`src/ipv4fg_pkg.sv`:
```
// Shared types, constants and command/status structs for the IPv4 fragment header generator.
`timescale 1ns / 1ps
`default_nettype none
package ipv4fg_pkg;

  localparam logic [15:0] HDR_BYTES  = 16'd20;
  localparam int unsigned DF_BIT     = 14;
  localparam int unsigned MF_BIT     = 13;
  localparam logic [15:0] FLAG_DF    = 16'h4000;
  localparam logic [7:0]  LOCAL_VIHL = 8'h45;
  localparam logic [15:0] MIN_LINK   = 16'd1048;
  localparam logic [15:0] LINK_RESET = 16'd1500;

  typedef enum logic [2:0] {
    ST_WHOLE = 3'd0,
    ST_FRAG  = 3'd1,
    ST_SHORT = 3'd2,
    ST_OVER  = 3'd3,
    ST_DF    = 3'd4
  } status_t;

  // controller -> datapath
  typedef struct packed {
    logic    load_desc;
    logic    load_drop;
    status_t drop_code;
    logic    setup;
    logic    sum;
    logic    load_hdr;
    logic    advance;
  } dp_cmd_t;

  // datapath -> controller
  typedef struct packed {
    logic short_drop;
    logic oversize;
    logic fits;
    logic df_set;
    logic hdr_last;
  } dp_stat_t;

endpackage
`default_nettype wire

```
`src/ipv4fg_ifs.sv`:
```
// Channel interfaces: packet descriptor, header result and link size config.
`timescale 1ns / 1ps
`default_nettype none
interface ipv4fg_desc_if;
  logic        valid;
  logic        ready;
  logic        gating;
  logic        tso;
  logic [16:0] packet_len;
  logic [7:0]  hdr_vihl;
  logic [7:0]  tos_value;
  logic [7:0]  ttl_value;
  logic [15:0] hdr_total_len;
  logic [15:0] hdr_ident;
  logic [15:0] hdr_frag_field;
  logic [7:0]  proto_value;
  logic [31:0] src_addr;
  logic [31:0] dst_addr;

  modport source (
    output valid, gating, tso, packet_len, hdr_vihl, tos_value, ttl_value,
           hdr_total_len, hdr_ident, hdr_frag_field, proto_value, src_addr, dst_addr,
    input  ready
  );
  modport sink (
    input  valid, gating, tso, packet_len, hdr_vihl, tos_value, ttl_value,
           hdr_total_len, hdr_ident, hdr_frag_field, proto_value, src_addr, dst_addr,
    output ready
  );
endinterface

interface ipv4fg_hdr_if;
  logic                valid;
  logic                ready;
  ipv4fg_pkg::status_t status;
  logic [7:0]          out_vihl;
  logic [7:0]          out_tos;
  logic [7:0]          out_ttl;
  logic [15:0]         out_total_len;
  logic [15:0]         out_ident;
  logic [15:0]         out_frag_field;
  logic [15:0]         out_checksum;
  logic [15:0]         payload_offset;
  logic                last;

  modport source (
    output valid, status, out_vihl, out_tos, out_ttl, out_total_len, out_ident,
           out_frag_field, out_checksum, payload_offset, last,
    input  ready
  );
  modport sink (
    input  valid, status, out_vihl, out_tos, out_ttl, out_total_len, out_ident,
           out_frag_field, out_checksum, payload_offset, last,
    output ready
  );
endinterface

interface ipv4fg_cfg_if;
  logic        valid;
  logic        ready;
  logic [15:0] data;

  modport source (output valid, data, input ready);
  modport sink (input valid, data, output ready);
endinterface
`default_nettype wire

```
`src/ipv4fg_ctrl.sv`:
```
// Sequencing state machine: classify, set up, checksum base, one header per fragment.
`timescale 1ns / 1ps
`default_nettype none
module ipv4fg_ctrl (
  input  wire logic                 clk,
  input  wire logic                 rst,
  input  wire logic                 desc_valid,
  output logic                      desc_ready,
  output logic                      hdr_valid,
  input  wire logic                 hdr_ready,
  input  wire ipv4fg_pkg::dp_stat_t stat,
  output ipv4fg_pkg::dp_cmd_t       cmd
);

  typedef enum logic [4:0] {
    S_IDLE     = 5'b00001,
    S_CLASSIFY = 5'b00010,
    S_SUM      = 5'b00100,
    S_HDR      = 5'b01000,
    S_OUT      = 5'b10000
  } state_t;

  state_t state;
  state_t state_next;

  always_ff @(posedge clk) begin
    if (rst) begin
      state <= S_IDLE;
    end else begin
      state <= state_next;
    end
  end

  // no request is taken while reset is held
  assign desc_ready = (state == S_IDLE) && !rst;
  assign hdr_valid  = (state == S_OUT);

  always_comb begin
    state_next    = state;
    cmd           = '0;
    cmd.drop_code = ipv4fg_pkg::ST_WHOLE;
    unique case (state)
      S_IDLE: begin
        if (desc_valid) begin
          cmd.load_desc = 1'b1;
          state_next    = S_CLASSIFY;
        end
      end
      S_CLASSIFY: begin
        if (stat.short_drop) begin
          cmd.load_drop = 1'b1;
          cmd.drop_code = ipv4fg_pkg::ST_SHORT;
          state_next    = S_OUT;
        end else if (stat.oversize) begin
          cmd.load_drop = 1'b1;
          cmd.drop_code = ipv4fg_pkg::ST_OVER;
          state_next    = S_OUT;
        end else if (!stat.fits && stat.df_set) begin
          cmd.load_drop = 1'b1;
          cmd.drop_code = ipv4fg_pkg::ST_DF;
          state_next    = S_OUT;
        end else begin
          cmd.setup  = 1'b1;
          state_next = S_SUM;
        end
      end
      S_SUM: begin
        cmd.sum    = 1'b1;
        state_next = S_HDR;
      end
      S_HDR: begin
        cmd.load_hdr = 1'b1;
        state_next   = S_OUT;
      end
      S_OUT: begin
        if (hdr_ready) begin
          if (stat.hdr_last) begin
            state_next = S_IDLE;
          end else begin
            cmd.advance = 1'b1;
            state_next  = S_HDR;
          end
        end
      end
      default: begin
        state_next = S_IDLE;
      end
    endcase
  end

endmodule
`default_nettype wire

```
`src/ipv4fg_dp.sv`:
```
// Datapath: request registers, ident counter, segment walker, checksum and result register.
`timescale 1ns / 1ps
`default_nettype none
module ipv4fg_dp (
  input  wire logic                clk,
  input  wire logic                rst,
  input  wire ipv4fg_pkg::dp_cmd_t cmd,
  output ipv4fg_pkg::dp_stat_t     stat,
  // config write
  input  wire logic                cfg_we,
  input  wire logic [15:0]         cfg_data,
  // request fields
  input  wire logic                gating,
  input  wire logic                tso,
  input  wire logic [16:0]         packet_len,
  input  wire logic [7:0]          hdr_vihl,
  input  wire logic [7:0]          tos_value,
  input  wire logic [7:0]          ttl_value,
  input  wire logic [15:0]         hdr_total_len,
  input  wire logic [15:0]         hdr_ident,
  input  wire logic [15:0]         hdr_frag_field,
  input  wire logic [7:0]          proto_value,
  input  wire logic [31:0]         src_addr,
  input  wire logic [31:0]         dst_addr,
  // result fields
  output ipv4fg_pkg::status_t      status,
  output logic [7:0]               out_vihl,
  output logic [7:0]               out_tos,
  output logic [7:0]               out_ttl,
  output logic [15:0]              out_total_len,
  output logic [15:0]              out_ident,
  output logic [15:0]              out_frag_field,
  output logic [15:0]              out_checksum,
  output logic [15:0]              payload_offset,
  output logic                     last
);

  // captured request
  logic        r_gating;
  logic        r_tso;
  logic [16:0] r_len;
  logic [7:0]  r_vihl_in;
  logic [7:0]  r_tos;
  logic [7:0]  r_ttl;
  logic [15:0] r_htot;
  logic [15:0] r_hid;
  logic [15:0] r_hfrag;
  logic [7:0]  r_proto;
  logic [31:0] r_src;
  logic [31:0] r_dst;

  logic [15:0] link_max;
  logic [15:0] next_ident;

  // per-packet working registers
  logic        whole;
  logic [7:0]  vihl_s;
  logic [15:0] id_s;
  logic [15:0] tot_whole;
  logic [15:0] seglen;
  logic [15:0] base;
  logic [16:0] end_pos;
  logic [16:0] off;
  logic [18:0] base_sum;

  always_ff @(posedge clk) begin
    if (rst) begin
      link_max <= ipv4fg_pkg::LINK_RESET;
    end else if (cfg_we) begin
      link_max <= (cfg_data < ipv4fg_pkg::MIN_LINK) ? ipv4fg_pkg::MIN_LINK : cfg_data;
    end
  end

  // classification
  logic [16:0] eff_len;
  logic [15:0] ident_inc;
  logic [15:0] link_data;

  assign eff_len   = r_gating ? {1'b0, r_htot} : r_len;
  assign ident_inc = next_ident + 16'd1;
  assign link_data = link_max - ipv4fg_pkg::HDR_BYTES;

  always_comb begin
    stat.short_drop = r_gating && ({1'b0, r_htot} > r_len);
    stat.oversize   = eff_len[16];
    stat.fits       = r_tso || (eff_len <= {1'b0, link_max});
    stat.df_set     = r_hfrag[ipv4fg_pkg::DF_BIT];
    stat.hdr_last   = last;
  end

  always_ff @(posedge clk) begin
    if (cmd.load_desc) begin
      r_gating  <= gating;
      r_tso     <= tso;
      r_len     <= packet_len;
      r_vihl_in <= hdr_vihl;
      r_tos     <= tos_value;
      r_ttl     <= ttl_value;
      r_htot    <= hdr_total_len;
      r_hid     <= hdr_ident;
      r_hfrag   <= hdr_frag_field;
      r_proto   <= proto_value;
      r_src     <= src_addr;
      r_dst     <= dst_addr;
    end
  end

  always_ff @(posedge clk) begin
    if (rst) begin
      next_ident <= '0;
    end else if (cmd.setup && !r_gating) begin
      next_ident <= ident_inc;
    end
  end

  always_ff @(posedge clk) begin
    if (cmd.setup) begin
      whole     <= stat.fits;
      vihl_s    <= r_gating ? r_vihl_in : ipv4fg_pkg::LOCAL_VIHL;
      id_s      <= r_gating ? r_hid : ident_inc;
      tot_whole <= eff_len[15:0];
      seglen    <= {link_data[15:3], 3'b000};
      base      <= r_gating ? {r_hfrag[12:0], 3'b000} : 16'd0;
      // data bytes after the header, appended to the original offset
      end_pos   <= (r_gating ? {1'b0, r_hfrag[12:0], 3'b000} : 17'd0)
                   + {1'b0, eff_len[15:0] - ipv4fg_pkg::HDR_BYTES};
      off       <= r_gating ? {1'b0, r_hfrag[12:0], 3'b000} : 17'd0;
    end else if (cmd.advance) begin
      off <= off + {1'b0, seglen};
    end
  end

  // fixed part of the header checksum: everything but length and flags/offset
  always_ff @(posedge clk) begin
    if (cmd.sum) begin
      base_sum <= {3'b000, vihl_s, r_tos} + {3'b000, id_s} + {3'b000, r_ttl, r_proto}
                  + {3'b000, r_src[31:16]} + {3'b000, r_src[15:0]}
                  + {3'b000, r_dst[31:16]} + {3'b000, r_dst[15:0]};
    end
  end

  // current fragment
  logic        fin;
  logic [16:0] remain;
  logic [15:0] seg;
  logic        mf;
  logic [15:0] tot;
  logic [15:0] frag;
  logic [19:0] ck_full;
  logic [16:0] ck_fold1;
  logic [16:0] ck_fold2;
  logic [16:0] rel_off;

  always_comb begin
    fin      = ({1'b0, off} + {2'b00, seglen}) >= {1'b0, end_pos};
    remain   = end_pos - off;
    seg      = fin ? remain[15:0] : seglen;
    mf       = fin ? (r_gating && r_hfrag[ipv4fg_pkg::MF_BIT]) : 1'b1;
    rel_off  = off - {1'b0, base};
    if (whole) begin
      tot  = tot_whole;
      frag = r_gating ? r_hfrag : ipv4fg_pkg::FLAG_DF;
    end else begin
      tot  = seg + ipv4fg_pkg::HDR_BYTES;
      frag = {2'b00, mf, off[15:3]};   // offset wraps to 13 bits
    end
    ck_full  = {1'b0, base_sum} + {4'h0, tot} + {4'h0, frag};
    ck_fold1 = {1'b0, ck_full[15:0]} + {13'd0, ck_full[19:16]};
    ck_fold2 = {1'b0, ck_fold1[15:0]} + {16'd0, ck_fold1[16]};
  end

  always_ff @(posedge clk) begin
    if (cmd.load_drop) begin
      status         <= cmd.drop_code;
      out_vihl       <= '0;
      out_tos        <= '0;
      out_ttl        <= '0;
      out_total_len  <= '0;
      out_ident      <= '0;
      out_frag_field <= '0;
      out_checksum   <= '0;
      payload_offset <= '0;
      last           <= 1'b1;
    end else if (cmd.load_hdr) begin
      status         <= whole ? ipv4fg_pkg::ST_WHOLE : ipv4fg_pkg::ST_FRAG;
      out_vihl       <= vihl_s;
      out_tos        <= r_tos;
      out_ttl        <= r_ttl;
      out_total_len  <= tot;
      out_ident      <= id_s;
      out_frag_field <= frag;
      out_checksum   <= ~ck_fold2[15:0];
      payload_offset <= whole ? 16'd0 : rel_off[15:0];
      last           <= whole || fin;
    end
  end

endmodule
`default_nettype wire

```
`src/ipv4_fragment_header_generator.sv`:
```
// Top level of the IPv4 fragment header generator.
//
// Channels: desc takes one packet descriptor per request, hdr returns the
// headers to send, cfg writes the largest packet size the link carries
// (values below 1048 are raised to 1048; cfg is ready outside reset and must
// only be written while the block is idle).
// Each request yields one result (whole header or a drop/refusal status)
// or a train of fragment headers, the final one marked by last.
// Sequence: a request is first classified; a drop result then goes straight
// to the output, while a whole header or first fragment passes through the
// checksum-base and header states first; each further fragment is built in
// the header state again after the previous one is taken. desc is ready
// again the cycle after the last result is taken. The controller sequence
// builds one header and checksum at a time.
// A stalled hdr holds its result; nothing new is taken meanwhile.
// Reset (rst, synchronous) returns to idle, sets the link size to 1500 and
// the identification counter to zero.
`timescale 1ns / 1ps
`default_nettype none
module ipv4_fragment_header_generator (
  input wire logic       clk,
  input wire logic       rst,
  ipv4fg_desc_if.sink    desc,
  ipv4fg_hdr_if.source   hdr,
  ipv4fg_cfg_if.sink     cfg
);

  ipv4fg_pkg::dp_cmd_t  cmd;
  ipv4fg_pkg::dp_stat_t stat;

  assign cfg.ready = !rst;

  ipv4fg_ctrl u_ctrl (
    .clk        (clk),
    .rst        (rst),
    .desc_valid (desc.valid),
    .desc_ready (desc.ready),
    .hdr_valid  (hdr.valid),
    .hdr_ready  (hdr.ready),
    .stat       (stat),
    .cmd        (cmd)
  );

  ipv4fg_dp u_dp (
    .clk            (clk),
    .rst            (rst),
    .cmd            (cmd),
    .stat           (stat),
    .cfg_we         (cfg.valid && cfg.ready),
    .cfg_data       (cfg.data),
    .gating         (desc.gating),
    .tso            (desc.tso),
    .packet_len     (desc.packet_len),
    .hdr_vihl       (desc.hdr_vihl),
    .tos_value      (desc.tos_value),
    .ttl_value      (desc.ttl_value),
    .hdr_total_len  (desc.hdr_total_len),
    .hdr_ident      (desc.hdr_ident),
    .hdr_frag_field (desc.hdr_frag_field),
    .proto_value    (desc.proto_value),
    .src_addr       (desc.src_addr),
    .dst_addr       (desc.dst_addr),
    .status         (hdr.status),
    .out_vihl       (hdr.out_vihl),
    .out_tos        (hdr.out_tos),
    .out_ttl        (hdr.out_ttl),
    .out_total_len  (hdr.out_total_len),
    .out_ident      (hdr.out_ident),
    .out_frag_field (hdr.out_frag_field),
    .out_checksum   (hdr.out_checksum),
    .payload_offset (hdr.payload_offset),
    .last           (hdr.last)
  );

  // never takes a request while a result is pending
  a_no_overlap: assert property (@(posedge clk) disable iff (rst)
    desc.ready |-> !hdr.valid)
    else $error("request taken while result pending");

  a_classify_gap: assert property (@(posedge clk) disable iff (rst)
    desc.valid && desc.ready |=> !hdr.valid && !desc.ready)
    else $error("result or request right after accept");

  a_drop_last: assert property (@(posedge clk) disable iff (rst)
    hdr.valid && (hdr.status == ipv4fg_pkg::ST_SHORT || hdr.status == ipv4fg_pkg::ST_OVER
                  || hdr.status == ipv4fg_pkg::ST_DF) |-> hdr.last)
    else $error("drop result without last");

  a_mid_frag_mf: assert property (@(posedge clk) disable iff (rst)
    hdr.valid && !hdr.last |-> hdr.status == ipv4fg_pkg::ST_FRAG && hdr.out_frag_field[13])
    else $error("non-final result is not a fragment with MF");

endmodule
`default_nettype wire
```
`src/flat_wrapper.sv`:
```
// flat-port wrapper written by rule: the top's interface ports become plain ports
module ipv4_fragment_header_generator_flat 
  (clk, rst, desc_valid, desc_gating, desc_tso, desc_packet_len, desc_hdr_vihl, desc_tos_value, desc_ttl_value, desc_hdr_total_len, desc_hdr_ident, desc_hdr_frag_field, desc_proto_value, desc_src_addr, desc_dst_addr, desc_ready, hdr_valid, hdr_status, hdr_out_vihl, hdr_out_tos, hdr_out_ttl, hdr_out_total_len, hdr_out_ident, hdr_out_frag_field, hdr_out_checksum, hdr_payload_offset, hdr_last, hdr_ready, cfg_valid, cfg_data, cfg_ready);
  ipv4fg_desc_if desc_i ();
  ipv4fg_hdr_if hdr_i ();
  ipv4fg_cfg_if cfg_i ();
  input wire logic clk;
  input wire logic rst;
  input wire logic [$bits(desc_i.valid)-1:0] desc_valid;
  input wire logic [$bits(desc_i.gating)-1:0] desc_gating;
  input wire logic [$bits(desc_i.tso)-1:0] desc_tso;
  input wire logic [$bits(desc_i.packet_len)-1:0] desc_packet_len;
  input wire logic [$bits(desc_i.hdr_vihl)-1:0] desc_hdr_vihl;
  input wire logic [$bits(desc_i.tos_value)-1:0] desc_tos_value;
  input wire logic [$bits(desc_i.ttl_value)-1:0] desc_ttl_value;
  input wire logic [$bits(desc_i.hdr_total_len)-1:0] desc_hdr_total_len;
  input wire logic [$bits(desc_i.hdr_ident)-1:0] desc_hdr_ident;
  input wire logic [$bits(desc_i.hdr_frag_field)-1:0] desc_hdr_frag_field;
  input wire logic [$bits(desc_i.proto_value)-1:0] desc_proto_value;
  input wire logic [$bits(desc_i.src_addr)-1:0] desc_src_addr;
  input wire logic [$bits(desc_i.dst_addr)-1:0] desc_dst_addr;
  output wire logic [$bits(desc_i.ready)-1:0] desc_ready;
  output wire logic [$bits(hdr_i.valid)-1:0] hdr_valid;
  output wire logic [$bits(hdr_i.status)-1:0] hdr_status;
  output wire logic [$bits(hdr_i.out_vihl)-1:0] hdr_out_vihl;
  output wire logic [$bits(hdr_i.out_tos)-1:0] hdr_out_tos;
  output wire logic [$bits(hdr_i.out_ttl)-1:0] hdr_out_ttl;
  output wire logic [$bits(hdr_i.out_total_len)-1:0] hdr_out_total_len;
  output wire logic [$bits(hdr_i.out_ident)-1:0] hdr_out_ident;
  output wire logic [$bits(hdr_i.out_frag_field)-1:0] hdr_out_frag_field;
  output wire logic [$bits(hdr_i.out_checksum)-1:0] hdr_out_checksum;
  output wire logic [$bits(hdr_i.payload_offset)-1:0] hdr_payload_offset;
  output wire logic [$bits(hdr_i.last)-1:0] hdr_last;
  input wire logic [$bits(hdr_i.ready)-1:0] hdr_ready;
  input wire logic [$bits(cfg_i.valid)-1:0] cfg_valid;
  input wire logic [$bits(cfg_i.data)-1:0] cfg_data;
  output wire logic [$bits(cfg_i.ready)-1:0] cfg_ready;
  assign desc_i.valid = desc_valid;
  assign desc_i.gating = desc_gating;
  assign desc_i.tso = desc_tso;
  assign desc_i.packet_len = desc_packet_len;
  assign desc_i.hdr_vihl = desc_hdr_vihl;
  assign desc_i.tos_value = desc_tos_value;
  assign desc_i.ttl_value = desc_ttl_value;
  assign desc_i.hdr_total_len = desc_hdr_total_len;
  assign desc_i.hdr_ident = desc_hdr_ident;
  assign desc_i.hdr_frag_field = desc_hdr_frag_field;
  assign desc_i.proto_value = desc_proto_value;
  assign desc_i.src_addr = desc_src_addr;
  assign desc_i.dst_addr = desc_dst_addr;
  assign desc_ready = desc_i.ready;
  assign hdr_valid = hdr_i.valid;
  assign hdr_status = hdr_i.status;
  assign hdr_out_vihl = hdr_i.out_vihl;
  assign hdr_out_tos = hdr_i.out_tos;
  assign hdr_out_ttl = hdr_i.out_ttl;
  assign hdr_out_total_len = hdr_i.out_total_len;
  assign hdr_out_ident = hdr_i.out_ident;
  assign hdr_out_frag_field = hdr_i.out_frag_field;
  assign hdr_out_checksum = hdr_i.out_checksum;
  assign hdr_payload_offset = hdr_i.payload_offset;
  assign hdr_last = hdr_i.last;
  assign hdr_i.ready = hdr_ready;
  assign cfg_i.valid = cfg_valid;
  assign cfg_i.data = cfg_data;
  assign cfg_ready = cfg_i.ready;
  ipv4_fragment_header_generator u_core (.clk(clk), .rst(rst), .desc(desc_i), .hdr(hdr_i), .cfg(cfg_i));
endmodule
```
`config.mk`:
```
export PLATFORM = sky130hd
export DESIGN_NAME = ipv4_fragment_header_generator_flat
export DESIGN_NICKNAME = d
export VERILOG_FILES = /design/src/ipv4fg_pkg.sv /design/src/ipv4fg_ifs.sv /design/src/ipv4fg_ctrl.sv /design/src/ipv4fg_dp.sv /design/src/ipv4_fragment_header_generator.sv /design/src/flat_wrapper.sv
export SDC_FILE = /design/constraint.sdc
export NUM_CORES = 1
export LEC_CHECK = 0
export BUFFER_PORTS_ARGS = -buffer_cell sky130_fd_sc_hd__buf_2
export CAP_MARGIN = 20
export CORE_UTILIZATION = 60
export CTS_CLUSTER_DIAMETER = 80
export CTS_CLUSTER_SIZE = 12
export DETAILED_ROUTE_END_ITERATION = 12
export PLACE_DENSITY_LB_ADDON = 0.15
export RECOVER_POWER = 100
export REMOVE_ABC_BUFFERS = 1
export SYNTH_ARGS = -nofsm -noshare
export SYNTH_HDL_FRONTEND = slang
export SYNTH_HIERARCHICAL = 1
export SYNTH_SLANG_ARGS = --single-unit
```
`constraint.sdc`:
```
create_clock -name clk -period 24.9 [get_ports clk]
set_input_delay 4.98 -clock clk [delete_from_list [all_inputs] [get_ports clk]]
set_output_delay 4.98 -clock clk [all_outputs]
set_load 0.005 [all_outputs]
```
==> results of run 1 <==
## area by class of cell
cell class / count / area (µm²)
fill: 2853 / 11600
sequential: 420 / 11200
multi-input combinational: 1380 / 11100
timing repair buffer: 308 / 1440
clock buffer: 73 / 1190
inverter: 191 / 718
tap: 511 / 639
clock inverter: 6 / 68.8
## final timing paths
path | from | slack [ns] | depth (start not counted) | endpoint
worst min-delay path | u_core/u_dp/payload_offset[11] | 0.46 | 2 | u_core/u_dp/payload_offset[11]
worst max register to register | u_core/u_dp/seglen[4] | 11.34 | 58 | u_core/u_dp/out_checksum[12]
worst max-delay path | u_core/u_dp/seglen[4] | 11.34 | 58 | u_core/u_dp/out_checksum[12]
worst min register to register | u_core/u_dp/payload_offset[11] | 0.46 | 2 | u_core/u_dp/payload_offset[11]
## cell families after synthesis
| logic type | after synthesis | share of synthesized area [%] |
|---|---|---|
| AOI/OAI and AO/OA | 361 | 10.4 |
| xor gates and xnor gates | 159 | 6.05 |
| adders and majority gates | 242 | 16.1 |
| buffers and inverters | 260 | 4.30 |
| DFF | 420 | 48.0 |
| muxes | 95 | 4.15 |
| other | 1 | 0.0160 |
| and+or+nand+nor | 520 | 11.0 |
## metal layers
layer / global-route usage (%) / share of wire (%)
met1: 40.4 / 45
met2: 46.6 / 46
met3: 5.59 / 6.7
met4: 8.37 / 2.1
met5: 0 / 0.023
## cells in the mapped netlist, types with 55 or more instances
| cell | instances | area share (%) |
|---|---|---|
| fa_1 | 99 | 8.5 |
| ha_1 | 143 | 7.7 |
| clkbuf_1 | 55 | 0.88 |
| o21ai_0 | 83 | 1.8 |
| inv_1 | 187 | 3.0 |
| mux2i_1 | 80 | 3.4 |
| xnor2_1 | 97 | 3.6 |
| dfxtp_1 | 139 | 12 |
| edfxtp_1 | 281 | 36 |
| xor2_1 | 59 | 2.2 |
| nor2_1 | 164 | 2.6 |
| nand2_1 | 119 | 1.9 |
| a21oi_1 | 87 | 1.9 |
## flip-flops by register name, indices dropped and copies added (netlist names), 15 cells and up
name and cells:
u_core/u_dp/r_htot 16, u_core/u_dp/id_s 16, u_core/u_dp/r_hid 16, u_core/u_dp/out_total_len 16, u_core/u_dp/out_checksum 16, u_core/u_dp/r_src 32, u_core/u_dp/r_hfrag 16, u_core/u_dp/r_dst 32
u_core/u_dp/tot_whole 16, u_core/u_dp/link_max 16, u_core/u_dp/base_sum 19, u_core/u_dp/out_frag_field 16, u_core/u_dp/r_len 17, u_core/u_dp/next_ident 16, u_core/u_dp/out_ident 16, u_core/u_dp/end_pos 15
## power breakdown
part | internal [W] | switching [W]
registers | 0.000826 | 0.0000201
clock network | 0.000329 | 0.000269
logic | 0.000311 | 0.000395
total | 0.00146 | 0.000684
## stage by stage
stage	cells	total power (W)	cell area [µm²]
after floorplan	1991	0.00139	23100
after global placement	2808	0.00154	25300
after detailed placement	2809	0.00156	25300
after CTS	2888	0.00217	26600
after global routing	2889	0.00227	26400
final	2889	0.00215	26400
## critical path: cells and delay by family, from the launching register on
kind,cells,cell delay (ns)
AO/OA/AOI/OAI,22,4.60
XOR/XNOR,3,0.52
adder cells (fa/ha/maj),9,2.57
buffers and inverters,4,1.25
flip-flops,1,0.54
multiplexers,1,0.22
AND/OR/NAND/NOR,19,3.70
==> metrics, run 1 <==
status complete, but fails checks; failing checks capacitance limit, slew limit; Crit path largest cell delay approximately 1.0 ns; CTS H-tree lvls 2; Core ar. approximately 38000 µm²; CTS tree yes; Total Routing Usage GR 29.1%; kind of start point of the critical path flop; commonest non-fill, non-tap cell in the layout edfxtp_1; CTS max path bufs 3; setup violators final 0; final hold slack approximately 0.46 ns; vias in the first global route about 16000; f_max between 70 and 80 MHz; Layout area overhead 12.9%; crit share post-route 54.4%; post-CTS resize count 0; CP endpoint kind flop; TritonRoute pass-1 iters 5; global route overflow 0; Vias 16300; Final nets roughly 2800; Peak VDD IR 0.0000679 V; ANT cells 0; max-slew violation count 492; DR WL/cell approximately 20 µm; Post-synth EDFFs 281; die area roughly 40000 µm²; placer congestion estimate between 0.9 and 1; Final Hold Viols 0; share of layout cells above drive strength 1 between 10% and 20%; most frequent cells in the layout edfxtp_1 (281), buf_2 (201), inv_1 (186), nor2_1 (165), ha_1 (143); CP most frequent cell ha_1; TritonCTS buffer count 43; Top FF cell, synth edfxtp_1; pre-CTS setup slack about 13 ns; min-delay worst type reg -> reg; CP Class reg -> reg; Worst-Skew Late Latency about 0.59 ns; Rel. slew slack -200%; Unique masters post-synth 93; syn_area_per_cell about 11 µm²; fin worst setup slack around 11 ns; drt drc 0; Core Util, Final 69.4%; Worst-path clk slew about 0.060 ns; Post-synth ARST share 0%; sequential-to-total area share from yosys stat between 40% and 50%; CP max stage cell clkbuf_1; post-synthesis cell area 23400 µm²; Die Y approximately 200 µm; Power Density 81.4 nW/µm²; CP required 25.33 ns; die width ~200 µm; Ys Warns 6; initial antenna violation count 1; Final Skew 0.0314 ns; Mapped Cells about 2000; Post-DP HPWL 44100 µm; Final TNS setup 0 ns; Post-CTS Repair Setup Buffers 0; IO Port Bufs a little under 300; antenna-violating nets left 0; largest net degree at the start of global routing 88; aggregate routed wire length roughly 58000 µm; slew at the pin closest to its max-slew limit 4.50 ns; Final min period between 10 and 15 ns; CTS Hold Bufs 0; Max Cap Viol 9; flop and latch count out of synthesis 420; 1st-iter DRT viols between 800 and 900; Root Buffer clkbuf_16; Cell Rows 71; IO Count roughly 300; global-route wire length before repair 87300 µm; Initial Util around 61%; Worst Path Max Fanout 28; RSZ-0062 raised after global routing no; DR vias/cell 5.63; clk sinks 420; Data arrival, critical path approximately 14 ns; leakage power roughly 11 nW
No activity file was read; power rests on OpenSTA's default activity.
==> run 2, diff against run 1 <==
- CORE_UTILIZATION: 60 -> 59
- clock period: 24.9 -> 12.8 ns (I/O delays scaled with it)
==> metrics, run 2 (synthesis gave the netlist of run 1 again) <==
Worst Path Max Fanout 73; leakage power around 11 nW; global route overflow 0; DR WL/cell around 20 µm; setup violators final 0; kind of start point of the critical path flop; Final Skew ~0.020 ns; placer congestion estimate 0.909; slew at the pin closest to its max-slew limit around 4.3 ns; die width ~200 µm; final hold slack about 0.45 ns; Data arrival, critical path ~12 ns; f_max between 80 and 90 MHz; Final Hold Viols 0; IO Count between 200 and 300; aggregate routed wire length 57700 µm; Regs by FF count u_core/u_dp/r_dst x32, u_core/u_dp/r_src x32, u_core/u_dp/base_sum x19; clk sinks 420; DR vias/cell between 5 and 6; Cell Rows between 70 and 80; Power Density approximately 160 nW/µm²; Max Cap Viol 7; Peak VDD IR approximately 0.00013 V; vias in the first global route around 16000; fin worst setup slack ~0.97 ns; Root Buffer clkbuf_16; CTS max path bufs 3; most frequent cells in the layout edfxtp_1 (281), buf_2 (233), inv_1 (186), nor2_1 (164), ha_1 (143); largest net degree at the start of global routing about 80; CP Class reg -> reg; IO Port Bufs 291; Layout area overhead 13.1%; CTS tree yes; Worst-Skew Late Latency around 0.58 ns; overall power 0.00415 W; RSZ-0062 raised after global routing no; Final nets 2767; Final min period around 12 ns; crit share post-route between 90 and 100%; Worst-path clk slew about 0.060 ns; antenna-violating nets left 0; Initial Util about three fifths; die area 40400 µm²; commonest non-fill, non-tap cell in the layout edfxtp_1; CTS H-tree lvls 2; share of layout cells above drive strength 1 14.8%; failing checks capacitance limit, slew limit; Rel. slew slack -189%; Core ar. slightly below 40000 µm²; drt drc 0; initial antenna violation count 0; Die Y 201 µm; max-slew violation count just under 400; fillers about 3000; TritonRoute pass-1 iters 6; status complete, but fails checks; Final TNS setup 0 ns; Post-DP HPWL between 40000 and 50000 µm; Total Routing Usage GR approximately 29%; 1st-iter DRT viols about 1200; TritonCTS buffer count slightly above 40; pre-CTS setup slack ~0.84 ns; global-route wire length before repair ~90000 µm; CP required between 10 and 15 ns; min-delay worst type reg -> reg; Vias 16200; CP endpoint kind flop
run 2: metal layers:
layer / track usage (%) / share of wire [%]
met5: 0 / 0
met4: 7.77 / 2.0
met3: 4.55 / 6.1
met2: 45.6 / 46
met1: 41.2 / 46
run 2: timing repair:
action                     in CTS  in global routing
hold buffers                    0                  0
setup endpoints to repair       0                  4
setup buffers                   0                  1
resized for setup               0                  4
run 2: cell type report:
cell class	count	area [µm²]	area share [%]
antenna	1	2.50	0.00946
clock buffer	71	1150	4.34
clock inverter	4	75.1	0.284
inverter	191	718	2.71
multi-input combinational	1380	11200	42.2
sequential	420	11200	42.4
tap	518	648	2.45
timing repair buffer	307	1480	5.58
run 2: worst max-delay path: stages, from the launching register on:
cell and delay (ns):
edfxtp_1 0.32, clkbuf_1 1.29, clkbuf_1 1.99, o21ai_0 0.93, ha_1 0.59, nand4_1 0.11
nor4_1 0.51, nor4b_1 0.13, o31ai_1 0.38, nand2b_1 0.21, nand2_1 0.09, nor2_1 2.04
clkbuf_2 1.63, or2_0 1.14
run 2: final timing paths:
path	start	endpoint	slack (ns)	cells after the start
setup / recovery	u_core/u_dp/r_gating	u_core/u_dp/off[3]	0.97	13
hold / removal	u_core/u_dp/payload_offset[7]	u_core/u_dp/payload_offset[7]	0.45	2
setup reg to reg	u_core/u_dp/r_gating	u_core/u_dp/off[3]	0.97	13
hold reg to reg	u_core/u_dp/payload_offset[7]	u_core/u_dp/payload_offset[7]	0.45	2
run 2: stage by stage:
step	utilization [%]	area, µm²	std cells
2_1_floorplan	-	23100	1991
3_3_place_gp	65.2	25300	2814
3_5_place_dp	65.3	25300	2815
4_1_cts	68.4	26600	2890
5_1_grt	68.1	26500	2891
6_report	68.1	26500	2892
run 2: where the power goes:
group | total (W) | internal [W] | switching, W
Clock | 0.00114 | 0.000616 | 0.000520
Combinational | 0.00137 | 0.000604 | 0.000769
Sequential | 0.00164 | 0.00161 | 0.0000383
Total | 0.00415 | 0.00283 | 0.00133
